File: src/rtl/spot_ram.sv
// Simple dual-port synchronous RAM with a registered read port.
`default_nettype none
module spot_ram #(
   parameter int DEPTH  = 256,
   parameter int WIDTH  = 8,
   parameter int ADDR_W = (DEPTH > 1) ? $clog2(DEPTH) : 1
) (
   input  wire logic              clock,
   input  wire logic              wr_en,
   input  wire logic [ADDR_W-1:0] wr_addr,
   input  wire logic [WIDTH-1:0]  wr_data,
   input  wire logic              rd_en,
   input  wire logic [ADDR_W-1:0] rd_addr,
   output logic      [WIDTH-1:0]  rd_data
);

   logic [WIDTH-1:0] mem [DEPTH];

   always_ff @(posedge clock) begin
      if (wr_en) begin
         mem[wr_addr] <= wr_data;
      end
      if (rd_en) begin
         rd_data <= mem[rd_addr];
      end
   end

endmodule
`default_nettype wire

File: config.mk
export PLATFORM = sky130hd
export DESIGN_NAME = spot_ram
export DESIGN_NICKNAME = d
export VERILOG_FILES = /design/src/rtl/spot_ram.sv
export SDC_FILE = /design/constraint.sdc
export NUM_CORES = 2
export LEC_CHECK = 0
export ABC_AREA = 1
export BUFFER_PORTS_ARGS = -buffer_cell sky130_fd_sc_hd__buf_2
export CORE_ASPECT_RATIO = 1.2
export CORE_UTILIZATION = 55
export DETAILED_ROUTE_END_ITERATION = 10
export GPL_TIMING_DRIVEN = 1
export PLACE_DENSITY_LB_ADDON = 0.1
export SLEW_MARGIN = 30
export SYNTH_ARGS = -nofsm -noshare
export SYNTH_HDL_FRONTEND = slang
export SYNTH_SLANG_ARGS = --single-unit
export TNS_END_PERCENT = 1
File: constraint.sdc
create_clock -name clock -period 3.91 [get_ports clock]
set_input_delay 0.391 -clock clock [delete_from_list [all_inputs] [get_ports clock]]
set_output_delay 0.391 -clock clock [all_outputs]
set_load 0.05 [all_outputs]
# After elaboration in Yosys (flattened, before gate mapping)
# Memories as Yosys holds them, arrays and structs flattened. A register that Yosys moved wholly into a read port is not among the register bits.
# Index checks and enable logic that the tools add are counted.
# W data, S select, Z words.
[word_totals] mem_bits_rw=2048 in_bits=27 mem_count=1 regBits=0 out_inout_bits=8 wordCells=3
[classes] n_mux=2
[mem_list] name="mem" depth=256 width=8 read_ports=1 rd_clocked_by_memory_dff=1 write_ports=1 line="17" source="logic [WIDTH-1:0] mem [DEPTH];"
[op_table] cell="$mux W1" n=2

# Longest topological paths before layout
[depth] depth_word=2 ltp_mapped=15

# Least setup slack after synthesis
# No wires, ideal clock.
[synth_path] path_type="in2reg" start="in wr_en" end="mem mem[162][0] (enable)" t_required_ns=3.540 setup_time_ns=0.370 slack_ns=2.028 path_stages=4 t_arrival_ns=1.512 path_cell_list="clkbuf_1 > nand3_1 > clkbuf_1 > nor2_1"
[synth_between] elab_chain_len=2
[synth_rtl] item="from (decl)" line="9" source="input wire logic wr_en,"
[synth_rtl] item="$mux W1" line="20" source="if (wr_en) begin"
[synth_rtl] item="$mux W1 (not written as such)" line="21" source="mem[wr_addr] <= wr_data;"
[synth_rtl] item="to (decl)" line="17"
# No other way between the ends.

==> qor.json <==
{
  "grt_use_total": {"value": 0.303},
  "ctsRootBufferMaster": {"value": "sky130_fd_sc_hd__clkbuf_16"},
  "timing.hold.worst.class": {"value": "input pin to flip-flop"},
  "synth_enable_flop_cells": {"value": 2056},
  "groute.layer.met3.usage": {"value": 0.0486},
  "drt_iter0_markers": {"value": 6709},
  "unrepaired_setup_endpoints_after_global_routing": {"value": "false"},
  "antenna_left": {"value": 0},
  "drc": {"value": 0},
  "globalRouteMet2Util": {"value": 0.487},
  "fmaxAchievable": {"value": 390, "unit": "MHz"},
  "placement.setup.worst_slack": {"value": 553, "unit": "ps"},
  "worstPathArrival": {"value": 3160, "unit": "ps"},
  "first_global_vias": {"value": 52500},
  "ys_dominant_reg_cell": {"value": "sky130_fd_sc_hd__edfxtp_1"},
  "viasPerCell": {"value": 6.02},
  "yosys.cell_count.top_type": {"value": "sky130_fd_sc_hd__nand2_1"},
  "port_buffers": {"value": 34},
  "h-tree-depth": {"value": 4},
  "area_growth_from_synthesis_to_layout": {"value": 10.5, "unit": "%"},
  "core_area": {"value": 151000, "unit": "um^2"},
  "final_critical_path_setup_slack": {"value": 1340, "unit": "ps"},
  "synth.avg_cell_area": {"value": 11.9, "unit": "um^2"},
  "synthCells": {"value": 7003},
  "die-height": {"value": 429, "unit": "um"},
  "maxCapViolCount": {"value": 0},
  "post_drt_wl_per_cell": {"value": 25.4, "unit": "um"},
  "path_class": {"value": "input pin to flip-flop"},
  "outcome": {"value": "complete, no violations"},
  "groute.layer.met1.usage": {"value": 0.411},
  "die-width": {"value": 358, "unit": "um"},
  "tns": {"value": 0, "unit": "ps"},
  "final_layout_size_suffix_gt1_frac": {"value": 0.0724},
  "leading_area_contributor_after_synthesis": {"value": "sky130_fd_sc_hd__edfxtp_1"},
  "synth_async_sr_flop_share": {"value": 0},
  "timing_worst_slew_pin_value": {"value": 1090, "unit": "ps"},
  "detail_route.first_pass.iterations": {"value": 11},
  "place.detailed.instances": {"value": 8732},
  "cts_tree": {"value": "done"},
  "num_rows": {"value": 156},
  "start_util": {"value": 0.554},
  "hold_start": {"value": "wr_data[1]"},
  "timing.rr.start": {"value": "mem[25][4]$_DFFE_PP_"},
  "critical_path_required": {"value": 4500, "unit": "ps"},
  "synth_top_cell_area_share": {"value": 0.740},
  "timing.final.hold_violations": {"value": 0},
  "maximum_number_of_pins_on_one_net_before_global_route_repair": {"value": 159},
  "hold_slack": {"value": 20.9, "unit": "ps"},
  "power.ir.vdd_worst": {"value": 494, "unit": "uV"},
  "timing.final.crit_share": {"value": 0.657},
  "design.portCount": {"value": 35},
  "post_layout_nonfiller_instances": {"value": 9093},
  "drv_slew": {"value": 0},
  "clk_pin_slew_worst_paths": {"value": 60, "unit": "ps"},
  "slew_headroom": {"value": 0.271},
  "cts.sink_count": {"value": 2056},
  "synthTopCellsByCount": {"value": "sky130_fd_sc_hd__nand2_1 (2123), sky130_fd_sc_hd__edfxtp_1 (2056), sky130_fd_sc_hd__nand3_1 (2019)"},
  "synth_seq_cells": {"value": 2056},
  "synth_seq_area_share": {"value": 0.740},
  "grt_pass1_wl": {"value": 342000, "unit": "um"},
  "design.final.nets": {"value": 6984},
  "cts_resized": {"value": 0},
  "fin_worst_skew": {"value": 20.3, "unit": "ps"},
  "clock_tree.buffer_depth": {"value": 3},
  "via_count": {"value": 54700},
  "mappedNetlistArea": {"value": 83500, "unit": "um^2"},
  "worstSetupEndpointType": {"value": "flip-flop"},
  "cp_max_fo": {"value": 95},
  "synth_top_cells_by_area": {"value": "sky130_fd_sc_hd__edfxtp_1 (74%), sky130_fd_sc_hd__nand3_1 (12%), sky130_fd_sc_hd__nand2_1 (9.5%)"},
  "cts_buffers": {"value": 195},
  "timing.critical_path.from": {"value": "rd_addr[1]"},
  "power.static_leakage": {"value": 0.0320, "unit": "uW"},
  "fin_crit": {"value": 2570, "unit": "ps"},
  "grt_antenna_before_repair": {"value": 7},
  "grt_remaining_overflow": {"value": 0},
  "finalSetupViolCount": {"value": 0},
  "place_hpwl": {"value": 134000, "unit": "um"},
  "most_used_layer_global_route": {"value": "met2"},
  "route.final.wire_length": {"value": 231000, "unit": "um"},
  "cellPowerDensity": {"value": 494, "unit": "nW/um^2"},
  "fill_cells": {"value": 11800},
  "startpoint_types": {"value": "input pin"},
  "clk-insertion-delay-late": {"value": 850, "unit": "ps"},
  "ys.warnings.count": {"value": 0},
  "place_congestion": {"value": 0.916},
  "die-area": {"value": 153000, "unit": "um^2"},
  "synthDistinctLibCells": {"value": 13},
  "syn_nets": {"value": 7030}
}
sequential cells by signal, summed over array words and instances (netlist names):
name and flops:
mem 2048, rd_data 8
critical path, stage by stage:
cell and delay, ps:
sky130_fd_sc_hd__buf_8 180, sky130_fd_sc_hd__inv_8 460, sky130_fd_sc_hd__buf_12 400, sky130_fd_sc_hd__nand3_1 160, sky130_fd_sc_hd__nand3_1 180, sky130_fd_sc_hd__nand3_1 120
sky130_fd_sc_hd__nand3_1 210, sky130_fd_sc_hd__nand3_1 290, sky130_fd_sc_hd__nand3_1 270, sky130_fd_sc_hd__nand2_1 80, sky130_fd_sc_hd__nand2_1 90, sky130_fd_sc_hd__nand2_1 70
path summary, 6_finish.rpt:
check,endpoint,slack [ps],cells after the start
worst max-delay path,rd_data[4]$_DFFE_PP_,1340,12
worst min-delay path,mem[24][1]$_DFFE_PP_,20,1
worst max register to register,rd_data[4]$_DFFE_PP_,1850,10
worst min register to register,rd_data[3]$_DFFE_PP_,1110,10
logic make-up after synthesis:
family / after synthesis / synth area share
buffers and inverters: 522 / 0.0312
flip-flops: 2056 / 0.740
AND/OR/NAND/NOR: 4425 / 0.229
per-layer routing:
layer,wire length (um),vias up
li1,-,24800
met1,89000,26800
met2,112000,2606
met3,19800,472
met4,10200,2
met5,9,-
report_power, final:
part / switching (uW) / internal [uW] / total (uW)
clock network: 8080 / 10300 / 18400
logic: 2150 / 688 / 2840
registers: 35.2 / 24300 / 24300
metrics by stage:
stage / cell area [um^2] / power (uW) / util
6_report: 92200 / 45500 / 0.612
5_1_grt: 92200 / 46700 / 0.612
4_1_cts: 92200 / 45700 / 0.612
3_5_place_dp: 86100 / 27600 / 0.571
3_3_place_gp: 86000 / 27600 / 0.571
2_1_floorplan: 83500 / 26300 / -
cell usage in the layout, fill, tap and decap left out, types with 2 or more instances in the layout:
cell,instances
sky130_fd_sc_hd__nand2_1,2112
sky130_fd_sc_hd__buf_8,11
sky130_fd_sc_hd__nor2_1,282
sky130_fd_sc_hd__inv_8,2
sky130_fd_sc_hd__buf_2,22
sky130_fd_sc_hd__clkinv_2,32
sky130_fd_sc_hd__dlygate4sd3_1,2
sky130_fd_sc_hd__clkbuf_1,40
sky130_fd_sc_hd__inv_6,6
sky130_fd_sc_hd__inv_1,34
sky130_fd_sc_hd__nand2_2,10
sky130_fd_sc_hd__buf_12,55
sky130_fd_sc_hd__clkinv_8,2
sky130_fd_sc_hd__inv_16,3
sky130_fd_sc_hd__buf_4,149
sky130_fd_sc_hd__clkinvlp_4,4
sky130_fd_sc_hd__nand3_1,2019
sky130_fd_sc_hd__diode_2,5
sky130_fd_sc_hd__clkbuf_16,199
sky130_fd_sc_hd__edfxtp_1,2056
sky130_fd_sc_hd__clkinv_1,53
sky130_fd_sc_hd__bufinv_16,15
final cells by class:
class / instances / area (um^2) / share of cell area
Clock buffer: 239 / 5130 / 0.0556
Tap cell: 1975 / 2470 / 0.0268
Multi-Input combinational cell: 4425 / 19200 / 0.208
Clock inverter: 114 / 965 / 0.0105
Timing Repair Buffer: 240 / 2540 / 0.0276
Inverter: 39 / 180 / 0.00195
Sequential cell: 2056 / 61700 / 0.670
Antenna cell: 5 / 12.5 / 0.000136
repair_timing:
action	4_1_cts	5_1_grt
hold buffers	1	1
endpoints found under the hold margin	8	6
buffers inserted	0	0
Power figures use the tool's default switching activity.
